===== config.mk =====
export PLATFORM = sky130hd
export DESIGN_NAME = two_mode_cycle_timer_with_heater
export DESIGN_NICKNAME = d
export VERILOG_FILES = /design/src/rtl/core/cyctmr_pkg.sv /design/src/rtl/core/cyctmr_ctrl.sv /design/src/rtl/core/cyctmr_temp.sv /design/src/rtl/core/two_mode_cycle_timer_with_heater.sv
export SDC_FILE = /design/constraint.sdc
export NUM_CORES = 1
export LEC_CHECK = 0
export BUFFER_PORTS_ARGS = -buffer_cell sky130_fd_sc_hd__buf_2
export CAP_MARGIN = 20
export CORE_MARGIN = 2
export CORE_UTILIZATION = 65
export CTS_CLUSTER_DIAMETER = 60
export DETAILED_ROUTE_END_ITERATION = 16
export PLACE_DENSITY_LB_ADDON = 0.3
export SLEW_MARGIN = 0
export SYNTH_ARGS = -nofsm -noshare
export SYNTH_HDL_FRONTEND = slang
export SYNTH_HIERARCHICAL = 1
export SYNTH_SLANG_ARGS = --single-unit

===== constraint.sdc =====
create_clock -name clk -period 31.2 [get_ports clk]
set_input_delay 6.24 -clock clk [delete_from_list [all_inputs] [get_ports clk]]
set_output_delay 6.24 -clock clk [all_outputs]
set_load 0.01 [all_outputs]

===== src/rtl/core/cyctmr_pkg.sv =====
// Shared types and constants for the two-mode cycle timer.
package cyctmr_pkg;

  localparam int SEC_W  = 7;
  localparam int SUB_W  = 4;
  localparam int TEMP_W = 10;
  localparam int CHAR_W = 8;
  localparam int THR_W  = 10;
  localparam int ADC_W  = 10;

  localparam logic [1:0] FUNC_LONG_START  = 2'd0;
  localparam logic [1:0] FUNC_SHORT_START = 2'd1;
  localparam logic [1:0] FUNC_SEC_TICK    = 2'd2;
  localparam logic [1:0] FUNC_FAST_TICK   = 2'd3;

  localparam logic [1:0] MODE_IDLE  = 2'd0;
  localparam logic [1:0] MODE_LONG  = 2'd1;
  localparam logic [1:0] MODE_SHORT = 2'd2;

  localparam logic [1:0] REG_LONG_DUR  = 2'd0;
  localparam logic [1:0] REG_SHORT_DUR = 2'd1;
  localparam logic [1:0] REG_SUBTICKS  = 2'd2;
  localparam logic [1:0] REG_THRESHOLD = 2'd3;

  localparam logic [SEC_W-1:0]  LONG_DUR_RST  = 7'd60;
  localparam logic [SEC_W-1:0]  SHORT_DUR_RST = 7'd10;
  localparam logic [SUB_W-1:0]  SUBTICKS_RST  = 4'd4;
  localparam logic [THR_W-1:0]  THRESHOLD_RST = 10'd500;

  localparam logic [TEMP_W-1:0] TEMP_FULL  = 10'd1000;
  localparam logic [CHAR_W-1:0] CHAR_ZERO  = 8'h30;
  localparam logic [CHAR_W-1:0] CHAR_SPACE = 8'h20;

  typedef struct packed {
    logic             refresh;
    logic [1:0]       mode;
    logic [SEC_W-1:0] seconds;
  } ctrl_res_t;

  typedef struct packed {
    logic [TEMP_W-1:0] tenths;
    logic [CHAR_W-1:0] hundreds;
    logic [CHAR_W-1:0] tens;
    logic [CHAR_W-1:0] units;
    logic [CHAR_W-1:0] tenth;
  } temp_res_t;

endpackage


===== src/rtl/core/cyctmr_ctrl.sv =====
// Timer mode, second count and sub-tick count with per-request update.
module cyctmr_ctrl (
  input  logic                           clk,
  input  logic                           rst_n,
  input  logic                           step,
  input  logic [1:0]                     func,
  input  logic [cyctmr_pkg::SEC_W-1:0]   long_dur,
  input  logic [cyctmr_pkg::SEC_W-1:0]   short_dur,
  input  logic [cyctmr_pkg::SUB_W-1:0]   subticks,
  output cyctmr_pkg::ctrl_res_t          res
);
  import cyctmr_pkg::*;

  logic [1:0]       mode_r, mode_nxt;
  logic [SEC_W-1:0] sec_r, sec_nxt;
  logic [SUB_W-1:0] sub_r, sub_nxt;
  logic [SUB_W-1:0] sub_inc;
  logic             take_sec;
  logic             refresh;

  assign sub_inc = sub_r + 1'b1;

  always_comb begin
    mode_nxt = mode_r;
    sec_nxt  = sec_r;
    sub_nxt  = sub_r;
    take_sec = 1'b0;
    refresh  = 1'b0;
    case (func)
      FUNC_LONG_START: begin
        if (mode_r == MODE_IDLE) begin
          sec_nxt  = long_dur;
          mode_nxt = MODE_LONG;
          refresh  = 1'b1;
        end
      end
      FUNC_SHORT_START: begin
        if (mode_r == MODE_IDLE) begin
          sec_nxt  = short_dur;
          mode_nxt = MODE_SHORT;
          sub_nxt  = '0;
          refresh  = 1'b1;
        end
      end
      FUNC_SEC_TICK: begin
        if (mode_r == MODE_LONG) begin
          take_sec = 1'b1;
          refresh  = 1'b1;
        end
      end
      default: begin
        if (mode_r == MODE_SHORT) begin
          refresh = 1'b1;
          if (sub_inc >= subticks) begin
            sub_nxt  = '0;
            take_sec = 1'b1;
          end else begin
            sub_nxt = sub_inc;
          end
        end
      end
    endcase
    if (take_sec) begin
      if (sec_r <= SEC_W'(1)) begin
        sec_nxt  = '0;
        mode_nxt = MODE_IDLE;
      end else begin
        sec_nxt = sec_r - 1'b1;
      end
    end
  end

  always_ff @(posedge clk) begin
    if (!rst_n) begin
      mode_r <= MODE_IDLE;
      sec_r  <= '0;
      sub_r  <= '0;
    end else if (step) begin
      mode_r <= mode_nxt;
      sec_r  <= sec_nxt;
      sub_r  <= sub_nxt;
    end
  end

  assign res.refresh = refresh;
  assign res.mode    = mode_nxt;
  assign res.seconds = sec_nxt;

endmodule


===== src/rtl/core/cyctmr_temp.sv =====
// Converter scaling to tenths of a degree, registered with the request, and ASCII digit split.
module cyctmr_temp #(
  parameter int ADC_BITS = 10
) (
  input  logic                         clk,
  input  logic                         load,
  input  logic [cyctmr_pkg::ADC_W-1:0] adc_sample,
  output cyctmr_pkg::temp_res_t        res
);
  import cyctmr_pkg::*;

  localparam int AW   = (ADC_BITS < ADC_W) ? ADC_BITS : ADC_W;
  localparam int PW   = AW + 10;
  localparam int RW   = AW + 12;
  localparam logic [ADC_BITS-1:0] FULL = {ADC_BITS{1'b1}};

  logic [AW-1:0]     adc;
  logic [PW-1:0]     prod;
  logic [PW:0]       est_sum;
  logic [TEMP_W:0]   q0;
  logic [RW-1:0]     rem;
  logic [TEMP_W:0]   q;
  logic [TEMP_W-1:0] temp_r;
  logic              hund;
  logic [TEMP_W-1:0] low;
  logic [23:0]       t_mul;
  logic [3:0]        t_dig;
  logic [6:0]        r2;
  logic [17:0]       u_mul;
  logic [3:0]        u_dig;
  logic [3:0]        d_dig;

  assign adc  = adc_sample[AW-1:0];
  assign prod = PW'(adc) * PW'(TEMP_FULL);

  // x / (2^N - 1) ~ (x + x/2^N) / 2^N, at most one low; fix with one compare
  assign est_sum = {1'b0, prod} + (PW + 1)'(prod >> ADC_BITS);
  assign q0      = (TEMP_W + 1)'(est_sum >> ADC_BITS);
  assign rem     = RW'(prod) + RW'(q0) - (RW'(q0) << ADC_BITS);
  assign q       = (rem >= RW'(FULL)) ? q0 + 1'b1 : q0;

  // scaled value is taken with the request; digits are split after the register
  always_ff @(posedge clk) begin
    if (load) begin
      temp_r <= q[TEMP_W-1:0];
    end
  end

  assign hund  = (temp_r == TEMP_FULL);
  assign low   = hund ? '0 : temp_r;
  assign t_mul = 24'(low) * 24'd5243;
  assign t_dig = t_mul[22:19];
  assign r2    = 7'(low - 10'(t_dig) * 10'd100);
  assign u_mul = 18'(r2) * 18'd205;
  assign u_dig = u_mul[14:11];
  assign d_dig = 4'(r2 - 7'(u_dig) * 7'd10);

  assign res.tenths   = temp_r;
  assign res.hundreds = hund ? (CHAR_ZERO + 8'd1) : CHAR_SPACE;
  assign res.tens     = CHAR_ZERO + 8'(t_dig);
  assign res.units    = CHAR_ZERO + 8'(u_dig);
  assign res.tenth    = CHAR_ZERO + 8'(d_dig);

endmodule


===== src/rtl/core/two_mode_cycle_timer_with_heater.sv =====
// Top level of the two-mode cycle timer with heater drive.
//
//  channel | direction | handshake            | payload
//  in_     | slave     | in_tvalid/in_tready  | in_tdata: func, adc_sample
//  out_    | master    | out_tvalid/out_tready| out_tdata: timer, temperature, heater
//  cfg_    | write     | cfg_we               | cfg_index, cfg_wdata
//
// Two register stages: input register (temperature scaled ahead of it), then
// timer/digit logic into the output register. A result is valid once its request
// has passed both registers; one request per cycle sustained while the output is not stalled.
// Requests that change nothing produce no output item.
// Reset (synchronous, active low) idles the timer and empties both stages.
// A stalled output holds the input stage; the input keeps accepting while
// its stage can move on in the same cycle.
module two_mode_cycle_timer_with_heater #(
  parameter int ADC_BITS = 10
) (
  input  logic        clk,
  input  logic        rst_n,
  input  logic        in_tvalid,
  output logic        in_tready,
  input  logic [15:0] in_tdata,   // func[1:0], adc_sample[11:2]
  output logic        out_tvalid,
  input  logic        out_tready,
  output logic [55:0] out_tdata,  // seconds_left[6:0], active_mode[8:7],
                                  // temp_valid[9], temp_tenths[19:10],
                                  // hundreds_char[27:20], tens_char[35:28],
                                  // units_char[43:36], tenths_char[51:44],
                                  // heater_on[52]
  input  logic        cfg_we,
  input  logic [1:0]  cfg_index,
  input  logic [9:0]  cfg_wdata
);
  import cyctmr_pkg::*;

  logic [SEC_W-1:0]  long_dur_r;
  logic [SEC_W-1:0]  short_dur_r;
  logic [SUB_W-1:0]  subticks_r;
  logic [THR_W-1:0]  thresh_r;

  logic              s1_v_r;
  logic [1:0]        s1_func_r;
  logic              step;

  ctrl_res_t         ctrl_res;
  temp_res_t         temp_res;

  logic              out_v_r, out_v_nxt;
  logic [52:0]       out_d_r, out_d_nxt;
  logic              active;
  logic              heater;

  always_ff @(posedge clk) begin
    if (!rst_n) begin
      long_dur_r  <= LONG_DUR_RST;
      short_dur_r <= SHORT_DUR_RST;
      subticks_r  <= SUBTICKS_RST;
      thresh_r    <= THRESHOLD_RST;
    end else if (cfg_we) begin
      case (cfg_index)
        REG_LONG_DUR:  long_dur_r  <= cfg_wdata[SEC_W-1:0];
        REG_SHORT_DUR: short_dur_r <= cfg_wdata[SEC_W-1:0];
        REG_SUBTICKS:  subticks_r  <= cfg_wdata[SUB_W-1:0];
        REG_THRESHOLD: thresh_r    <= cfg_wdata[THR_W-1:0];
        default: ;
      endcase
    end
  end

  assign step      = s1_v_r && (!out_v_r || out_tready);
  assign in_tready = !s1_v_r || step;

  always_ff @(posedge clk) begin
    if (!rst_n) begin
      s1_v_r <= 1'b0;
    end else if (in_tready) begin
      s1_v_r <= in_tvalid;
    end
  end

  always_ff @(posedge clk) begin
    if (in_tready && in_tvalid) begin
      s1_func_r <= in_tdata[1:0];
    end
  end

  cyctmr_ctrl u_ctrl (
    .clk       (clk),
    .rst_n     (rst_n),
    .step      (step),
    .func      (s1_func_r),
    .long_dur  (long_dur_r),
    .short_dur (short_dur_r),
    .subticks  (subticks_r),
    .res       (ctrl_res)
  );

  cyctmr_temp #(.ADC_BITS(ADC_BITS)) u_temp (
    .clk        (clk),
    .load       (in_tready && in_tvalid),
    .adc_sample (in_tdata[11:2]),
    .res        (temp_res)
  );

  assign active = (ctrl_res.mode != MODE_IDLE);
  assign heater = active && (temp_res.tenths > thresh_r);

  always_comb begin
    out_d_nxt = '0;
    out_d_nxt[6:0] = ctrl_res.seconds;
    out_d_nxt[8:7] = ctrl_res.mode;
    if (active) begin
      out_d_nxt[9]     = 1'b1;
      out_d_nxt[19:10] = temp_res.tenths;
      out_d_nxt[27:20] = temp_res.hundreds;
      out_d_nxt[35:28] = temp_res.tens;
      out_d_nxt[43:36] = temp_res.units;
      out_d_nxt[51:44] = temp_res.tenth;
    end
    out_d_nxt[52] = heater;
  end

  always_comb begin
    out_v_nxt = out_v_r && !out_tready;
    if (step && ctrl_res.refresh) begin
      out_v_nxt = 1'b1;
    end
  end

  always_ff @(posedge clk) begin
    if (!rst_n) begin
      out_v_r <= 1'b0;
    end else begin
      out_v_r <= out_v_nxt;
    end
  end

  always_ff @(posedge clk) begin
    if (step && ctrl_res.refresh) begin
      out_d_r <= out_d_nxt;
    end
  end

  assign out_tvalid = out_v_r;
  assign out_tdata  = {3'b000, out_d_r};

endmodule


## Word level (Yosys, flattened, before mapping)

Cells that the tools add are included.

- Output and inout port bits: 58
- Register bits after elaboration: 107

- Reductions and logical operators: 22
- Mux-type cells: 26
- $add $sub $neg: 11
- Bitwise logic cells: 1
- Magnitude comparators: 4
- Equality and inequality tests: 9
- Multipliers: 5

Operators with widths:

| kind | count |
|---|---|
| 7-bit 2-to-1 mux | 4 |
| 10-bit by 13-bit multiplier with 23-bit output, second input constant | 1 |
| 22-bit by 10-bit >= comparator with 1-bit output, second input constant | 1 |
| 21-bit by 21-bit subtractor with 22-bit output | 1 |
| 20-bit by 10-bit adder with 21-bit output | 1 |
| 20-bit by 11-bit adder with 21-bit output | 1 |
| 6-bit by 4-bit adder with 7-bit output, first input constant | 3 |
| 10-bit 2-to-1 mux | 2 |
| 10-bit by 7-bit multiplier with 17-bit output, second input constant | 1 |
| 7-bit by 8-bit multiplier with 15-bit output, second input constant | 1 |
| 7-bit one-hot mux with 2 select lines | 1 |
| 4-bit 2-to-1 mux | 3 |
| 10-bit by 1-bit adder with 10-bit output, second input constant | 1 |
| 10-bit == test, second input constant | 1 |
| 10-bit greater-than comparator | 1 |
| 2-bit == test, second input constant | 4 |
| 2-bit 2-to-1 mux | 4 |
| 4-bit one-hot mux with 2 select lines | 1 |
| 2-bit AND reduction | 4 |
| 7-bit by 1-bit less-or-equal comparator with 1-bit output, second input constant | 1 |
| 1-bit 2-to-1 mux | 7 |
| 7-bit by 1-bit subtractor with 7-bit output, second input constant | 1 |
| 7-bit subtractor | 1 |
| 2-bit by 1-bit == test with 1-bit output, second input constant | 3 |
| 17 further kinds | 29 |

## Logic depth before layout (Yosys ltp)

Gate-level depths: netlist (run 1).

- Word-level depth: 9
- Mapped depth: 48
- Gate-level depth less buffers: 48

## By module

Netlist (run 1), hierarchy kept.

Modules (own cells, without submodules):

| module | area an instance (µm²) | cells an instance | instances |
|---|---|---|---|
| cyctmr_temp | 7111.8 | 787 | 1 |
| two_mode_cycle_timer_with_heater | 3362.0 | 252 | 1 |
| cyctmr_ctrl | 1247.4 | 159 | 1 |

## Least setup slack after synthesis (run 1)

OpenSTA, ideal clock, no wires.

- Path kind: input port to flip-flop
- Start: in in_tdata[2]
- End: reg u_temp.temp_r[7], data pin
- Data arrival time: 14459 ps
- Library setup time: 259 ps
- Slack: 16482 ps
- Stages on the path: 36
- Buffers on the path: 2
- Cell sequence: fa_1 -> inv_1 -> fa_1 -> fa_1 -> inv_1 -> fa_1 -> ha_1 -> o21ai_0 -> a21boi_1 -> o31a_1 -> o2111a_1 -> a2111oi_0 -> xnor2_1 -> ha_1 -> nand4_1 -> nor3_1 -> mux2_2 -> o21ai_0 -> and4b_1 -> ha_1 -> inv_1 -> ha_1 -> inv_1 -> ha_1 -> and2_1 -> buf_6 -> o211a_1 -> nor4_4 -> nor3_1 -> or3_1 -> a21oi_1 -> or4b_1 -> buf_2 -> and3_4 -> nand4_2 -> xnor2_1

- Longest elaborated chain between the ends: 6
- Elaborated cells between the ends (all ways): 7
- Those cells by class: add/sub (4); mul (1); order compare (1); mux (1)

RTL lines:

| element | RTL line | text |
|---|---|---|
| start: declaration | two_mode_cycle_timer_with_heater.sv:22 | `input logic [15:0] in_tdata,` |
| 10-bit by 7-bit multiplier with 17-bit output * | cyctmr_temp.sv:34 | `assign prod = PW'(adc) * PW'(TEMP_FULL);` |
| 20-bit by 10-bit adder with 21-bit output | cyctmr_temp.sv:37 | `assign est_sum = {1'b0, prod} + (PW + 1)'(prod >> ADC_BITS);` |
| 20-bit by 11-bit adder with 21-bit output | cyctmr_temp.sv:39 | `assign rem = RW'(prod) + RW'(q0) - (RW'(q0) << ADC_BITS);` |
| 21-bit by 21-bit subtractor with 22-bit output | cyctmr_temp.sv:39 |  |
| 22-bit by 10-bit >= comparator with 1-bit output | cyctmr_temp.sv:40 | `assign q = (rem >= RW'(FULL)) ? q0 + 1'b1 : q0;` |
| 10-bit 2-to-1 mux * | cyctmr_temp.sv:40 |  |
| via u_temp.q[7] | cyctmr_temp.sv:22 | `logic [TEMP_W:0] q;` |
| end signal: assignment | cyctmr_temp.sv:45 | `temp_r <= q[TEMP_W-1:0];` |
| end: declaration | cyctmr_temp.sv:23 | `logic [TEMP_W-1:0] temp_r;` |

Mark *: on every way through the listed nets, which the timed path passes. The rest lies on a longest branch.
A chain may end at the register's enable or synchronous reset.

## Worst setup path in the final report (run 1)

- Start: in in_tdata[2]
- End: reg u_temp.temp_r[9], data pin

The elaborated chain is that of the path after synthesis.

==> impl_metrics.json, run 1 <==
{
  "critical-path-top-delay-family": "adder cells",
  "drt-initial-drc-count": 490,
  "num_vias": 8660,
  "maxSlewViolCount": 0,
  "synth_edf_count": 65,
  "start_util": 0.6570,
  "rsz0062_at_grt": "no",
  "critPathMaxStageDelay_ns": 0.61,
  "dieWidth_um": 138.3,
  "grt_pass1_wl_um": 40590,
  "path_buf_inv": 5,
  "grt_pass1_vias": 8636,
  "wirelength_um": 23670,
  "std_cell_rows": 49,
  "route.detailed.drc": 0,
  "use_met2": 0.4463,
  "max_cap_violations": 0,
  "worstMarginPinSlew_ns": 0.9306,
  "final.setup.tns_ns": 0,
  "final_common_cell": "ha_1",
  "synthFlopType": "edfxtp_1",
  "area_growth_pct": 6.405,
  "cpMaxStageDelayCell": "or4b_1",
  "cts_sinks": 108,
  "gp_congestion": 0.8930,
  "syn_area_mm2": 0.01172,
  "timing.fmax_mhz": 64.11,
  "grt_use_met1": 0.3321,
  "grt.busiest_layer": "met2",
  "coreArea_mm2": 0.01784,
  "dp_hpwl_um": 19180,
  "drive_gt1_frac": 0.1061,
  "grt_max_degree": 54,
  "fin_util": 0.6991,
  "vias_per_cell": 5.804,
  "die_y_um": 138.3,
  "worst_hold_path_type": "register to register",
  "grt_use_total": 0.2523,
  "grt_antenna_before_repair": 0,
  "overflow": 0,
  "cpMostUsedCell": "ha_1",
  "wl_per_cell_um": 15.86,
  "cts_made_buffers": 9,
  "start_kind": "input pin",
  "yosys_warnings": 6,
  "synth_cells": 1198,
  "cts_tree": "yes",
  "async_flop_share": 0,
  "startpoint": "in_tdata[2]",
  "clk_pin_slew_ns": 0.07,
  "arrival_ns": 15.68,
  "hold_viol": 0,
  "cp_max_fo": 8,
  "fin_crit_ns": 15.60,
  "ys_types": 87,
  "met3_usage": 0.02494,
  "setup_violations": 0,
  "postCtsSetupRepairBufs": 0,
  "clock_latency_ns": 0.35,
  "slew_headroom": 0.3783,
  "critical_path.endpoint_type": "register",
  "cts_resized": 0,
  "synth-seq-cells": 108,
  "cts.path.max_buffers": 2,
  "status": "completed",
  "worstHoldStart": "thresh_r[3]",
  "regToRegStartpoint": "u_temp/temp_r[0]",
  "ant_nets": 0,
  "timing.final.crit_share": 0.5000,
  "layout_common_cells": "ha_1 (209), inv_1 (151), buf_2 (83)",
  "syn_avg_cell_area_um2": 9.784,
  "port_buffers": 83,
  "seq_area_frac_synth": 0.2400,
  "clock_skew_ns": 0.01482,
  "ctsHoldBuffers": 0,
  "dieArea_mm2": 0.01912,
  "fin_nets": 1571,
  "required_ns": 31.28,
  "antenna_cells": 0,
  "h-tree-depth": 3,
  "path_class": "input pin to register",
  "cts.root.buffer_cell": "clkbuf_16",
  "firstDrtPassIters": 6,
  "io_pins": 91
}
## final timing paths
kind,endpoint,slack [ns],cells past startpoint
max,u_temp/temp_r[9],15.60,37
min,thresh_r[3],0.47,2
max reg2reg,out_d_r[47],19.29,42
min reg2reg,thresh_r[3],0.47,2
## sequential cells by signal (all words and copies together), names as in the netlist
register,count
subticks_r,4
long_dur_r,7
thresh_r,10
u_ctrl/sub_r,4
out_tvalid,1
short_dur_r,7
out_d_r,53
u_ctrl/sec_r,7
u_ctrl/mode_r,2
s1_func_r,2
s1_v_r,1
u_temp/temp_r,10
## metal layers
layer	part of all wire	vias up
li1	-	4262
met1	0.45	4117
met2	0.50	241
met3	0.036	40
met4	0.019	0
met5	0	-
## through the flow
step | hold WS (ns) | cells | cell area (um2) | worst slack (ns)
after floorplan | 0.4373 | 1216 | 11790 | 16.48
after CTS | 0.4715 | 1492 | 12470 | 15.74
after detailed placement | 0.4611 | 1476 | 12170 | 15.40
after global routing | 0.4914 | 1492 | 12470 | 15.05
final | 0.4708 | 1492 | 12470 | 15.60
after global placement | 0.4492 | 1476 | 12170 | 15.61
## cells in the mapped netlist (all sizes together), types with 8 or more instances
master,number,area (um2)
a31oi,10,68.81
or2,8,50.05
xor2,15,131.4
a21o,9,67.56
edfxtp,65,1952
and2,16,102.6
o21ai,43,215.2
clkbuf,12,45.04
fa,71,1421
mux2i,28,280.3
buf,43,306.5
nand2b,10,62.56
nand2,74,277.8
o21a,12,90.09
nor4,9,77.57
nand4,16,106.4
dfxtp,43,860.8
ha,209,2615
a21oi,49,249.0
o211ai,17,127.6
nor2,38,142.6
and3,9,62.56
nor3,14,75.07
a21boi,8,60.06
xnor2,46,402.9
mux2,8,90.09
nand3,17,85.08
inv,151,566.8
nor2b,63,394.1
## worst reg2reg max path, delay by kind of cell (launching register included)
kind | cells | cell delay [ns]
xor+xnor | 6 | 1.22
flops | 1 | 0.67
simple gates | 7 | 1.85
fa+ha+maj | 13 | 5.40
buf+inv | 5 | 0.59
compound gates | 11 | 1.92
## cell families (layout without fill, tap and decap cells)
| kind of cell | after synthesis | count (layout) | share of synthesized area |
|---|---|---|---|
| mux | 36 | 36 | 0.03160 |
| flops | 108 | 108 | 0.2400 |
| buf+inv | 206 | 253 | 0.07835 |
| fa+ha+maj | 282 | 282 | 0.3462 |
| other cells | 3 | 21 | 0.0009606 |
| compound gates | 198 | 198 | 0.1132 |
| xor+xnor | 61 | 61 | 0.04558 |
| simple gates | 304 | 304 | 0.1442 |
## area by class of cell
| cell class | count | area (um2) |
|---|---|---|
| multi-input combinational | 902 | 8061 |
| sequential | 108 | 2813 |
| tap | 229 | 286.5 |
| inverter | 151 | 566.8 |
| clock buffer | 11 | 254.0 |
| clock inverter | 5 | 52.55 |
| fill | 1329 | 5369 |
| timing repair buffer | 86 | 437.9 |
Power of run 1 is not shown: default switching activity piles up to over one toggle a cycle in this logic, so the estimate is an artifact.
==> run 2, diff against run 1 <==
CORE_UTILIZATION = 57   (was 65)
clock period = 13.47 ns   (was 31.2 ns; I/O delays follow)
==> run 2 against run 1 <==
Die area up 14%. Sequential share of layout area decreased by 0.083 points. Worst setup slack got worse by 14 ns. Critical path type unchanged. Clock-buffer cell count increased by 1. Flip-flop and latch count is the same. First-iteration DRC count fell by 6.5%. Critical path depth down 1. Clock skew down 0.0051 ns. Largest cell class unchanged. Utilization is 8.0 points lower. Register-to-register slack got worse by 18 ns. Non-clock buffer count is 1 higher.
==> impl_metrics.json, run 2 (synthesized netlist as in run 1, its figures left out) <==
{
  "status": "completed",
  "seq_area_mm2": 0.002813,
  "postCtsSetupRepairBufs": 0,
  "dieWidth_um": 147.4,
  "gp_congestion": 0.8794,
  "cpMostUsedCell": "ha_1",
  "firstDrtPassIters": 4,
  "slew_headroom": 0.2963,
  "regToRegStartpoint": "u_temp/temp_r[0]",
  "worstSetupEndpoint": "u_temp/temp_r[6]",
  "maxSlewViolCount": 0,
  "critPathMaxStageDelay_ns": 0.62,
  "worstMarginPinSlew_ns": 1.053,
  "wirelength_um": 22550,
  "wl_per_cell_um": 14.70,
  "reg_top3": "out_d_r: 53 flops, thresh_r: 10 flops, u_temp/temp_r: 10 flops",
  "worst_hold_path_type": "register to register",
  "coreArea_mm2": 0.02023,
  "r2r-end": "out_d_r[47]",
  "io_pins": 91,
  "path_class": "input pin to register",
  "grt_antenna_before_repair": 0,
  "clk_pin_slew_ns": 0.07,
  "ant_nets": 0,
  "reg2reg_setup_slack_ns": 1.70,
  "final_common_cell": "ha_1",
  "start_util": 0.5793,
  "vias_per_cell": 5.544,
  "grt_pass1_vias": 8222,
  "clock_latency_ns": 0.34,
  "dp_slack_ns": 1.263,
  "cts_sinks": 108,
  "fin_crit_ns": 11.85,
  "dieArea_mm2": 0.02173,
  "port_buffers": 83,
  "r2r_cells": 42,
  "cts_made_buffers": 9,
  "rsz0062_at_grt": "no",
  "multi_input_area_mm2": 0.008061,
  "cts_resized": 0,
  "area_growth_pct": 6.800,
  "h-tree-depth": 3,
  "layout_common_cells": "ha_1 (209), inv_1 (151), buf_2 (84)",
  "startpoint": "in_tdata[2]",
  "std_cell_rows": 52,
  "top_register": "out_d_r",
  "overflow": 0,
  "route.detailed.drc": 0,
  "num_vias": 8505,
  "cpMaxStageDelayCell": "or4b_1",
  "cts_tree": "yes",
  "grt_use_total": 0.2151,
  "hold_viol": 0,
  "arrival_ns": 11.93,
  "start_kind": "input pin",
  "hold_depth": 2,
  "grt_max_degree": 54,
  "dp_hpwl_um": 18660,
  "die_y_um": 147.4,
  "timing.final.crit_share": 0.8794,
  "clock_skew_ns": 0.009697,
  "ctsHoldBuffers": 0,
  "drive_gt1_frac": 0.1068,
  "cts.path.max_buffers": 2,
  "grt_pass1_wl_um": 38490,
  "fin_nets": 1572,
  "cts.root.buffer_cell": "clkbuf_16",
  "setup_ws_ns": 1.624,
  "critical_path.endpoint_type": "register",
  "required_ns": 13.55,
  "timing.fmax_mhz": 84.42,
  "drt-initial-drc-count": 458,
  "largest_register_ffs": 53,
  "final.setup.tns_ns": 0,
  "num-fill-cells": 1697,
  "setup_violations": 0,
  "max_cap_violations": 0,
  "cp_max_fo": 6,
  "antenna_cells": 0
}
## run 2: cell count changes in the layout (fill, tap and decap cells not counted), sizes merged
cell and delta:
inv +1, clkinv -1, clkinvlp -1, clkbuf +1, buf +1
## run 2: metrics by stage
stage | std cells | utilization | cell area, um2 | hold slack [ns]
2_1_floorplan | 1216 | - | 11790 | 0.4373
3_3_place_gp | 1517 | 0.6038 | 12220 | 0.4504
3_5_place_dp | 1517 | 0.6038 | 12220 | 0.4578
4_1_cts | 1533 | 0.6184 | 12510 | 0.4708
5_1_grt | 1534 | 0.6187 | 12520 | 0.4973
6_report | 1534 | 0.6187 | 12520 | 0.4717
## run 2: cell type report
cell class / count / area share
Clock inverter: 4 / 0.002299
Multi-Input combinational cell: 902 / 0.6440
Tap cell: 270 / 0.02699
Sequential cell: 108 / 0.2247
Clock buffer: 12 / 0.02139
Inverter: 151 / 0.04528
Timing Repair Buffer: 87 / 0.03538
## run 2: metal layers
layer | routed length (um) | track usage
met5 | 0 | 0
met1 | 10570 | 0.2869
met2 | 10830 | 0.3778
met4 | 339 | 0.05337
met3 | 814 | 0.02222
## run 2: worst min path at each step
stage / endpoint / slack, ns / startpoint
after detailed placement: long_dur_r[5] / 0.46 / long_dur_r[5]
after floorplan: long_dur_r[2] / 0.44 / long_dur_r[2]
final: thresh_r[1] / 0.47 / thresh_r[1]
after CTS: thresh_r[1] / 0.47 / thresh_r[1]
after global placement: long_dur_r[2] / 0.45 / long_dur_r[2]
after global routing: thresh_r[1] / 0.50 / thresh_r[1]
## run 2: critical path, delay by kind of cell
kind | cells | cell delay [ns]
AOI/OAI and AO/OA | 9 | 2.43
and+or+nand+nor | 9 | 1.69
muxes | 1 | 0.29
buffers and inverters | 5 | 0.44
adders and majority gates | 9 | 3.71
xor gates and xnor gates | 3 | 0.66
Power of run 2 is left out for the same reason.
